--- src/hdl/imu_scale_and_gyro_bias_calibration_macros.svh ---
// Assertion macros shared by the IMU scale and calibration RTL.
// No dependencies; included by the modules that carry assertions.
`ifndef IMU_SCALE_AND_GYRO_BIAS_CALIBRATION_MACROS_SVH
`define IMU_SCALE_AND_GYRO_BIAS_CALIBRATION_MACROS_SVH

// same-cycle implication, disabled in reset
`define IMU_ASSERT_IMPL(lbl, clk, rst_n, ante, cons, msg) \
  lbl: assert property (@(posedge clk) disable iff (!rst_n) (ante) |-> (cons)) \
    else $error(msg);

// next-cycle implication, disabled in reset
`define IMU_ASSERT_NEXT(lbl, clk, rst_n, ante, cons, msg) \
  lbl: assert property (@(posedge clk) disable iff (!rst_n) (ante) |=> (cons)) \
    else $error(msg);

`endif

--- src/hdl/imu_cal_pkg.sv ---
// Package for the IMU scale and rotation-bias calibration block.
// Widths, register indexes, status struct and 24-bit clip helpers.
// No dependencies.
package imu_cal_pkg;

  localparam int OUT_FRAC_BITS = 12;
  localparam int SAMPLE_BITS   = 16;
  localparam int OUT_W         = 24;
  localparam int SUM_W         = 40;
  localparam int QUO_W         = SUM_W + 1;
  localparam int CFG_W         = 16;
  localparam int MUL_W         = 18;
  localparam int PROD_W        = 2 * MUL_W;
  localparam int WIDE_W        = 42;
  localparam int DIV_CNT_W     = $clog2(SUM_W);
  localparam int N_VALS        = 7;
  localparam int N_AXES        = 3;

  localparam int TEMP_RECIP_Q24 = 126640;
  localparam int TEMP_OFFSET    = 25;
  localparam int TEMP_SH        = 24 - OUT_FRAC_BITS;
  localparam int GAIN_SH        = 16 - OUT_FRAC_BITS;

  typedef logic signed [OUT_W-1:0] out_val_t;
  typedef logic signed [SUM_W-1:0] sum_t;
  typedef logic [CFG_W-1:0]        cfg_word_t;
  typedef logic [1:0]              cfg_idx_t;
  typedef logic signed [WIDE_W-1:0] wide_t;

  localparam cfg_idx_t REG_CALIB_COUNT = 2'd0;
  localparam cfg_idx_t REG_ACCEL_GAIN  = 2'd1;
  localparam cfg_idx_t REG_GYRO_GAIN   = 2'd2;

  localparam cfg_word_t CALIB_COUNT_RST = 16'd1;
  localparam cfg_word_t ACCEL_GAIN_RST  = 16'd16;
  localparam cfg_word_t GYRO_GAIN_RST   = 16'd3996;

  typedef struct packed {
    logic busy;
    logic done;
  } div_status_t;

  function automatic logic clip_ovf(input wide_t v);
    return !((&v[WIDE_W-1:OUT_W-1]) || ~(|v[WIDE_W-1:OUT_W-1]));
  endfunction

  function automatic out_val_t clip_out(input wide_t v);
    out_val_t r;
    if (clip_ovf(v)) begin
      r = v[WIDE_W-1] ? {1'b1, {(OUT_W-1){1'b0}}} : {1'b0, {(OUT_W-1){1'b1}}};
    end else begin
      r = v[OUT_W-1:0];
    end
    return r;
  endfunction

endpackage

--- src/hdl/imu_cal_div.sv ---
// Restoring serial divider: signed 40-bit sum by unsigned 16-bit count.
// One quotient bit per cycle, truncates toward zero. Uses imu_cal_pkg.
`include "imu_scale_and_gyro_bias_calibration_macros.svh"
module imu_cal_div (
  input  logic                      clk,
  input  logic                      rst_n,
  input  logic                      start,
  input  imu_cal_pkg::sum_t         dividend,
  input  imu_cal_pkg::cfg_word_t    divisor,
  output imu_cal_pkg::div_status_t  status,
  output logic signed [imu_cal_pkg::QUO_W-1:0] quotient
);
  import imu_cal_pkg::*;

  logic [SUM_W-1:0]     quo_r;
  logic [CFG_W-1:0]     rem_r;
  logic [CFG_W-1:0]     dvs_r;
  logic [DIV_CNT_W-1:0] cnt_r;
  logic                 neg_r;
  logic                 busy_r;
  logic                 done_r;

  logic [SUM_W-1:0] mag;
  logic [CFG_W:0]   shifted;
  logic [CFG_W+1:0] trial;
  logic signed [QUO_W-1:0] quo_pos;

  assign mag     = dividend[SUM_W-1] ? SUM_W'(-dividend) : SUM_W'(dividend);
  assign shifted = {rem_r, quo_r[SUM_W-1]};
  assign trial   = {1'b0, shifted} - {2'b00, dvs_r};
  assign quo_pos = $signed({1'b0, quo_r});
  assign quotient = neg_r ? -quo_pos : quo_pos;

  assign status.busy = busy_r;
  assign status.done = done_r;

  always_ff @(posedge clk) begin
    if (!rst_n) begin
      busy_r <= 1'b0;
      done_r <= 1'b0;
    end else begin
      done_r <= 1'b0;
      if (start) begin
        quo_r  <= mag;
        rem_r  <= '0;
        dvs_r  <= divisor;
        neg_r  <= dividend[SUM_W-1];
        cnt_r  <= '0;
        busy_r <= 1'b1;
      end else if (busy_r) begin
        rem_r <= trial[CFG_W+1] ? shifted[CFG_W-1:0] : trial[CFG_W-1:0];
        quo_r <= {quo_r[SUM_W-2:0], ~trial[CFG_W+1]};
        cnt_r <= cnt_r + 1'b1;
        if (cnt_r == DIV_CNT_W'(SUM_W - 1)) begin
          busy_r <= 1'b0;
          done_r <= 1'b1;
        end
      end
    end
  end

  `IMU_ASSERT_IMPL(a_start_idle, clk, rst_n, start, !busy_r, "divider restarted while busy")
  `IMU_ASSERT_IMPL(a_done_after_busy, clk, rst_n, done_r, $past(busy_r), "done without run")
  `IMU_ASSERT_NEXT(a_busy_holds, clk, rst_n, busy_r && (cnt_r != DIV_CNT_W'(SUM_W - 1)),
                   busy_r, "divider stopped early")

endmodule

--- src/hdl/imu_scale_and_gyro_bias_calibration.sv ---
// Each item runs ST_MUL/ST_POST per value, ST_ACC per axis, ST_OUT; inputs wait for ST_IDLE.
// A calibration item that completes the average adds 3 serial divides before ST_OUT.
// Rate is set by one shared 18x18 multiplier used for 7 products, plus a 3-step add/subtract.
// The output register lets a new item start while the previous result waits.
// Reset (rst_n low, synchronous): config to defaults, sums, count and bias to zero.
`include "imu_scale_and_gyro_bias_calibration_macros.svh"
module imu_scale_and_gyro_bias_calibration (
  input  logic                    clk,
  input  logic                    rst_n,
  input  logic                    cfg_valid,
  output logic                    cfg_ready,
  input  imu_cal_pkg::cfg_idx_t   cfg_index,
  input  imu_cal_pkg::cfg_word_t  cfg_data,
  input  logic                    in_valid,
  output logic                    in_stall,
  input  logic                    in_command,
  input  logic signed [15:0]      in_temp_sample,
  input  logic signed [15:0]      in_accel_x_sample,
  input  logic signed [15:0]      in_accel_y_sample,
  input  logic signed [15:0]      in_accel_z_sample,
  input  logic signed [15:0]      in_rate_x_sample,
  input  logic signed [15:0]      in_rate_y_sample,
  input  logic signed [15:0]      in_rate_z_sample,
  output logic                    out_valid,
  input  logic                    out_stall,
  output imu_cal_pkg::out_val_t   out_temp_celsius,
  output imu_cal_pkg::out_val_t   out_accel_x_g,
  output imu_cal_pkg::out_val_t   out_accel_y_g,
  output imu_cal_pkg::out_val_t   out_accel_z_g,
  output imu_cal_pkg::out_val_t   out_rate_x_dps,
  output imu_cal_pkg::out_val_t   out_rate_y_dps,
  output imu_cal_pkg::out_val_t   out_rate_z_dps,
  output logic                    out_calib_done,
  output logic                    out_saturated
);
  import imu_cal_pkg::*;

  typedef enum logic [2:0] {
    ST_IDLE,
    ST_MUL,
    ST_POST,
    ST_ACC,
    ST_DIV_START,
    ST_DIV_WAIT,
    ST_OUT
  } state_t;

  state_t state_r;

  cfg_word_t calib_count_r;
  cfg_word_t accel_gain_r;
  cfg_word_t gyro_gain_r;

  logic [SAMPLE_BITS-1:0] samp_r [N_VALS];
  out_val_t               res_r  [N_VALS];
  sum_t                   sums_r [N_AXES];
  out_val_t               bias_r [N_AXES];
  logic [CFG_W-1:0]       seen_r;
  logic [2:0]             idx_r;
  logic [1:0]             ax_r;
  logic                   cmd_r;
  logic                   sat_r;
  logic                   done_r;
  logic signed [PROD_W-1:0] prod_r;

  logic     out_valid_r;
  out_val_t out_val_r [N_VALS];
  logic     out_done_r;
  logic     out_sat_r;

  logic signed [SAMPLE_BITS-1:0] samp_sx;
  logic signed [MUL_W-1:0]       op_a;
  logic signed [MUL_W-1:0]       op_b;
  logic signed [PROD_W-1:0]      prod_nxt;
  wide_t                         post_val;
  logic [2:0]                    ridx;
  out_val_t                      rate_sel;
  sum_t                          sum_nxt;
  wide_t                         diff;
  cfg_word_t                     cnt_eff;
  logic [CFG_W-1:0]              seen_nxt;
  logic                          in_xfer;
  logic                          out_free;
  logic                          div_start;
  div_status_t                   div_st;
  logic signed [QUO_W-1:0]       div_quo;
  wide_t                         quo_w;

  assign cfg_ready = 1'b1;
  assign in_stall  = (state_r != ST_IDLE);
  assign in_xfer   = in_valid && !in_stall;
  assign out_free  = !out_valid_r || !out_stall;

  assign samp_sx = $signed(samp_r[idx_r]);
  assign op_a    = MUL_W'(samp_sx);

  always_comb begin
    if (idx_r == 3'd0) begin
      op_b = MUL_W'(TEMP_RECIP_Q24);
    end else if (idx_r < 3'd4) begin
      op_b = $signed(MUL_W'({1'b0, accel_gain_r}));
    end else begin
      op_b = $signed(MUL_W'({1'b0, gyro_gain_r}));
    end
  end

  assign prod_nxt = op_a * op_b;

  always_comb begin
    if (idx_r == 3'd0) begin
      post_val = WIDE_W'(prod_r >>> TEMP_SH) + WIDE_W'(TEMP_OFFSET << OUT_FRAC_BITS);
    end else begin
      post_val = WIDE_W'(prod_r >>> GAIN_SH);
    end
  end

  assign ridx     = 3'(ax_r) + 3'd4;
  assign rate_sel = res_r[ridx];
  assign sum_nxt  = sums_r[ax_r] + SUM_W'(rate_sel);
  assign diff     = WIDE_W'(rate_sel) - WIDE_W'(bias_r[ax_r]);
  assign cnt_eff  = (calib_count_r == '0) ? CALIB_COUNT_RST : calib_count_r;
  assign seen_nxt = seen_r + 1'b1;
  assign div_start = (state_r == ST_DIV_START);
  assign quo_w    = WIDE_W'(div_quo);

  imu_cal_div u_div (
    .clk      (clk),
    .rst_n    (rst_n),
    .start    (div_start),
    .dividend (sums_r[ax_r]),
    .divisor  (cnt_eff),
    .status   (div_st),
    .quotient (div_quo)
  );

  always_ff @(posedge clk) begin
    if (!rst_n) begin
      state_r       <= ST_IDLE;
      calib_count_r <= CALIB_COUNT_RST;
      accel_gain_r  <= ACCEL_GAIN_RST;
      gyro_gain_r   <= GYRO_GAIN_RST;
      seen_r        <= '0;
      out_valid_r   <= 1'b0;
      idx_r         <= '0;
      ax_r          <= '0;
      for (int i = 0; i < N_AXES; i++) begin
        sums_r[i] <= '0;
        bias_r[i] <= '0;
      end
    end else begin
      if (cfg_valid && cfg_ready) begin
        case (cfg_index)
          REG_CALIB_COUNT: calib_count_r <= cfg_data;
          REG_ACCEL_GAIN:  accel_gain_r  <= cfg_data;
          REG_GYRO_GAIN:   gyro_gain_r   <= cfg_data;
          default: ;
        endcase
      end

      if (out_valid_r && !out_stall && (state_r != ST_OUT)) begin
        out_valid_r <= 1'b0;
      end

      case (state_r)
        ST_IDLE: begin
          if (in_xfer) begin
            samp_r[0] <= in_temp_sample[SAMPLE_BITS-1:0];
            samp_r[1] <= in_accel_x_sample[SAMPLE_BITS-1:0];
            samp_r[2] <= in_accel_y_sample[SAMPLE_BITS-1:0];
            samp_r[3] <= in_accel_z_sample[SAMPLE_BITS-1:0];
            samp_r[4] <= in_rate_x_sample[SAMPLE_BITS-1:0];
            samp_r[5] <= in_rate_y_sample[SAMPLE_BITS-1:0];
            samp_r[6] <= in_rate_z_sample[SAMPLE_BITS-1:0];
            cmd_r     <= in_command;
            sat_r     <= 1'b0;
            done_r    <= 1'b0;
            idx_r     <= '0;
            state_r   <= ST_MUL;
          end
        end
        ST_MUL: begin
          prod_r  <= prod_nxt;
          state_r <= ST_POST;
        end
        ST_POST: begin
          res_r[idx_r] <= clip_out(post_val);
          sat_r        <= sat_r | clip_ovf(post_val);
          if (idx_r == 3'(N_VALS - 1)) begin
            idx_r   <= '0;
            ax_r    <= '0;
            state_r <= ST_ACC;
          end else begin
            idx_r   <= idx_r + 1'b1;
            state_r <= ST_MUL;
          end
        end
        ST_ACC: begin
          if (cmd_r) begin
            sums_r[ax_r] <= sum_nxt;
          end else begin
            res_r[ridx] <= clip_out(diff);
            sat_r       <= sat_r | clip_ovf(diff);
          end
          if (ax_r == 2'(N_AXES - 1)) begin
            ax_r <= '0;
            if (cmd_r && (seen_nxt >= cnt_eff)) begin
              seen_r  <= '0;
              state_r <= ST_DIV_START;
            end else begin
              if (cmd_r) begin
                seen_r <= seen_nxt;
              end
              state_r <= ST_OUT;
            end
          end else begin
            ax_r <= ax_r + 1'b1;
          end
        end
        ST_DIV_START: begin
          state_r <= ST_DIV_WAIT;
        end
        ST_DIV_WAIT: begin
          if (div_st.done) begin
            bias_r[ax_r] <= clip_out(quo_w);
            sat_r        <= sat_r | clip_ovf(quo_w);
            sums_r[ax_r] <= '0;
            if (ax_r == 2'(N_AXES - 1)) begin
              ax_r    <= '0;
              done_r  <= 1'b1;
              state_r <= ST_OUT;
            end else begin
              ax_r    <= ax_r + 1'b1;
              state_r <= ST_DIV_START;
            end
          end
        end
        ST_OUT: begin
          if (out_free) begin
            for (int i = 0; i < N_VALS; i++) begin
              out_val_r[i] <= res_r[i];
            end
            out_done_r  <= done_r;
            out_sat_r   <= sat_r;
            out_valid_r <= 1'b1;
            state_r     <= ST_IDLE;
          end
        end
        default: state_r <= ST_IDLE;
      endcase
    end
  end

  assign out_valid        = out_valid_r;
  assign out_temp_celsius = out_val_r[0];
  assign out_accel_x_g    = out_val_r[1];
  assign out_accel_y_g    = out_val_r[2];
  assign out_accel_z_g    = out_val_r[3];
  assign out_rate_x_dps   = out_val_r[4];
  assign out_rate_y_dps   = out_val_r[5];
  assign out_rate_z_dps   = out_val_r[6];
  assign out_calib_done   = out_done_r;
  assign out_saturated    = out_sat_r;

  `IMU_ASSERT_NEXT(a_one_item, clk, rst_n, in_xfer, in_stall, "second input taken while busy")
  `IMU_ASSERT_IMPL(a_div_wait, clk, rst_n, div_st.done, state_r == ST_DIV_WAIT,
                   "divider result outside wait state")
  `IMU_ASSERT_IMPL(a_out_load, clk, rst_n, $rose(out_valid_r), $past(state_r == ST_OUT),
                   "result loaded outside output state")

endmodule

--- config.mk ---
export PLATFORM = sky130hd
export DESIGN_NAME = imu_scale_and_gyro_bias_calibration
export DESIGN_NICKNAME = d
export VERILOG_FILES = /design/src/hdl/imu_cal_pkg.sv /design/src/hdl/imu_cal_div.sv /design/src/hdl/imu_scale_and_gyro_bias_calibration.sv
export VERILOG_INCLUDE_DIRS = /design/src /design/src/hdl
export SDC_FILE = /design/constraint.sdc
export NUM_CORES = 2
export LEC_CHECK = 0
export BUFFER_PORTS_ARGS = -buffer_cell sky130_fd_sc_hd__buf_2
export CORE_UTILIZATION = 35
export CTS_CLUSTER_DIAMETER = 40
export DETAILED_ROUTE_END_ITERATION = 10
export GPL_ROUTABILITY_DRIVEN = 1
export GPL_TIMING_DRIVEN = 0
export PLACE_DENSITY = 0.56
export SYNTH_ARGS = -nofsm -noshare
export SYNTH_HDL_FRONTEND = slang
export SYNTH_SLANG_ARGS = --single-unit
--- constraint.sdc ---
create_clock -name clk -period 7.8 [get_ports clk]
set_clock_uncertainty 0.15 [all_clocks]
set_input_delay 0.39 -clock clk [delete_from_list [all_inputs] [get_ports clk]]
set_output_delay 0.39 -clock clk [all_outputs]
set_load 0.02 [all_outputs]
==> reports/results.ini <==
[outcome]
status = completed

[detailed_routing]
drt_iter0_drc = 2633
wl_um = 141000
antenna_left = 0
drc = 0
dr.pass1.iters = 5
vias = 34600
via_per_inst = 5.04
wl_per_cell_um = 20.6

[placement]
dp_slack_ns = -2.22
port-buffer-count = 306
hpwlAfterDp_um = 105000
routabilityCongestion = 0.933

[worst_setup_path]
crit_type = reg -> reg
rr_worst_depth = 27
cp.arrival_ns = 7.91
crit_path_end_kind = flop
startpoint_type = flop
required_ns = 8.16
worstPathMaxFanout = 8

[worst_hold_path]
hold_depth = 4
hp-class = in -> reg

[sta]
worstMarginPinSlew_ns = 1.31
whs_ns = 0.132
period_share_pct = 96.8
slew_headroom_pct = 12.5
setup_ws_ns = 0.251
finalHoldViolCount = 0
fmax_mhz = 132
setup_viol = 0
fin_setup_tns_ns = 0
drv_slew = 0
rsz0062_at_grt = yes
finalCriticalPeriod_ns = 7.55

[clock_tree]
clock_sinks = 922
clock_path_buffers = 3
cts.reportedPaths.clkPinSlew_ns = 0.05
cts_tree = done
numCtsBuffers = 138
ctsHtreeMaxLevel = 4
cts-root-buf = clkbuf_16
worstSkewPairLatency_ns = 0.77

[floorplanning]
start_util_pct = 35.5
ios = 309
rows = 138
die_y_um = 382
die_area_mm2 = 0.146
fp.coreArea_mm2 = 0.142
die_w_um = 382

[synth]
seq_area_frac_synth_pct = 53.3
syn_inst = 4212
synth_common_cells = edfxtp_1, nor2_1, nand2_1, inv_1, ha_1
synth_area_leaders = edfxtp_1, fa_1, ha_1
synth_nets = 4780
synthDistinctLibCells = 79
synth_ff_type = edfxtp_1
yosysTopAreaCellShare_pct = 50.1
yosysMostFrequentCell = edfxtp_1
synth_area_leader_cell = edfxtp_1
mappedNetlistArea_mm2 = 0.0504
ys_ff_latch = 922
async_reset_ff_share_pct = 0
syn_avg_cell_area_um2 = 12.0
synth_edf_count = 842
ys.warnings.count = 0

[global_route]
grt_use_total_pct = 19.3
antenna_found_initial = 9
overflow = 0
grt_max_degree = 73
grt_pass1_vias = 34400
grt_pass1_wl_um = 213000

[power_and_ir_drop]
p_per_area_mw_per_mm2 = 338
power.leakage_nw = 24.4
finalPower_mw = 21.0
ir_worst_vdd_v = 0.000583

[layout]
final_layout_size_suffix_gt1_share_pct = 18.3
n_fill_cell = 13100
utilization_pct = 43.6
final_nets = 5423
syn2layout_area_growth_pct = 23.1

[job]
maxCapViolations = 0

==> layout by cell type, fill, tap and decap left out, types with 14 or more instances in the layout <==
cell type,synthesis,final
a31oi_1,15,14
nand2_1,471,461
clkinv_2,0,15
a21oi_1,171,159
nor2_1,480,471
buf_4,2,60
nand4_1,17,17
clkbuf_1,159,128
o21a_1,29,26
mux2i_1,69,51
o21ai_0,137,131
and2_1,32,29
clkinvlp_4,0,15
inv_6,0,16
a21o_1,67,67
nand2b_1,37,36
mux2i_4,0,15
nor2b_1,38,38
or3_1,19,18
or2_2,18,18
xor2_1,68,68
nor3_1,49,48
o31ai_1,18,18
dfxtp_1,80,78
a211oi_1,15,14
dlygate4sd3_1,0,138
xnor2_1,113,113
fa_1,211,204
buf_2,3,312
clkbuf_16,0,139
inv_1,393,391
nand3_1,54,54
ha_1,221,214
and3_1,29,25
mux4_2,103,103
edfxtp_1,842,842
a21boi_0,41,40
==> critical path: stages, from the launching register on <==
cell and delay [ns]:
dfxtp_2 0.33, buf_8 0.11, buf_12 0.13, mux4_2 0.54, mux2i_4 0.23, clkbuf_8 0.19, buf_4 0.15, nor2_1 0.07
fa_1 0.54, inv_1 0.06, fa_2 0.58, fa_2 0.44, inv_1 0.09, fa_2 0.45, fa_1 0.54, inv_1 0.06
fa_2 0.61, inv_1 0.08, ha_4 0.16, a21o_1 0.18, a21o_1 0.19, a211oi_2 0.26, a31o_2 0.20, nand2_1 0.10
a2111o_1 0.41, a31oi_4 0.23, o21ai_1 0.11, xnor2_1 0.15
==> worst paths after layout <==
kind                      from               end  slack (ns)
hold / removal       cfg_valid  accel_gain_r[15]        0.13
setup reg to reg          flop        prod_r[33]        0.25
setup / recovery          flop        prod_r[33]        0.25
hold reg to reg   res_r[1][20]  out_val_r[1][20]        0.26
==> metal layers <==
metal	vias up	track usage (%)	part of all wire, %
met3	206	3.34	6.4
met1	17000	25.3	42
met4	0	6.59	3.2
li1	16200	-	-
met5	-	0	0
met2	1206	32.2	48
==> metrics by stage <==
stage,area [um2],instances
final,62100,6860
after global routing,62100,6858
after CTS,61700,6834
after detailed placement,54900,6433
after global placement,54400,6408
after floorplan,50500,4212
==> sequential cells by signal, indices dropped and copies added, names as in the netlist, 2 cells and up, named ones only <==
signal / flops
ax_r: 2
seen_r: 16
samp_r: 112
accel_gain_r: 16
sums_r: 160
state_r: 3
calib_count_r: 16
u_div.rem_r: 16
bias_r: 96
u_div.cnt_r: 6
gyro_gain_r: 16
u_div.quo_r: 40
res_r: 192
prod_r: 30
out_val_r: 168
idx_r: 3
u_div.dvs_r: 16
==> cell type report <==
| class | instances | area, um2 | share of cell area, % |
|---|---|---|---|
| antenna | 4 | 10.0 | 0.0161 |
| buffer | 174 | 888 | 1.43 |
| clock buffer | 150 | 3500 | 5.63 |
| clock inverter | 101 | 1220 | 1.96 |
| inverter | 394 | 1480 | 2.39 |
| multi-input combinational | 2709 | 22000 | 35.5 |
| sequential | 922 | 26900 | 43.3 |
| tap | 1890 | 2360 | 3.81 |
| timing repair buffer | 516 | 3710 | 5.98 |
==> logic make-up (layout without fill, tap and decap cells) <==
kind of cell	after synthesis	in the layout	share of synthesized area, %
muxes	188	188	6.33
adders and majority gates	432	432	13.9
and+or+nand+nor	1297	1297	11.2
DFF	922	922	53.3
other	1	5	0.00743
AOI/OAI and AO/OA	610	610	7.75
buffers and inverters	581	1335	4.38
xor gates and xnor gates	181	181	3.14
==> where the power goes <==
group	switching (mW)	leakage [nW]	internal, mW
Sequential	0.0838	8.51	6.14
Clock	2.54	2.24	3.59
Combinational	4.91	13.6	3.74
Total	7.53	24.4	13.5
==> what timing repair did <==
item,in CTS,in global routing
pin swaps,5,18
hold buffers,138,0
hold endpoints to repair,165,0
resized for setup,144,81
setup buffers,24,23
endpoints found under the setup margin,214,169
No activity file was read; power rests on OpenSTA's default activity.
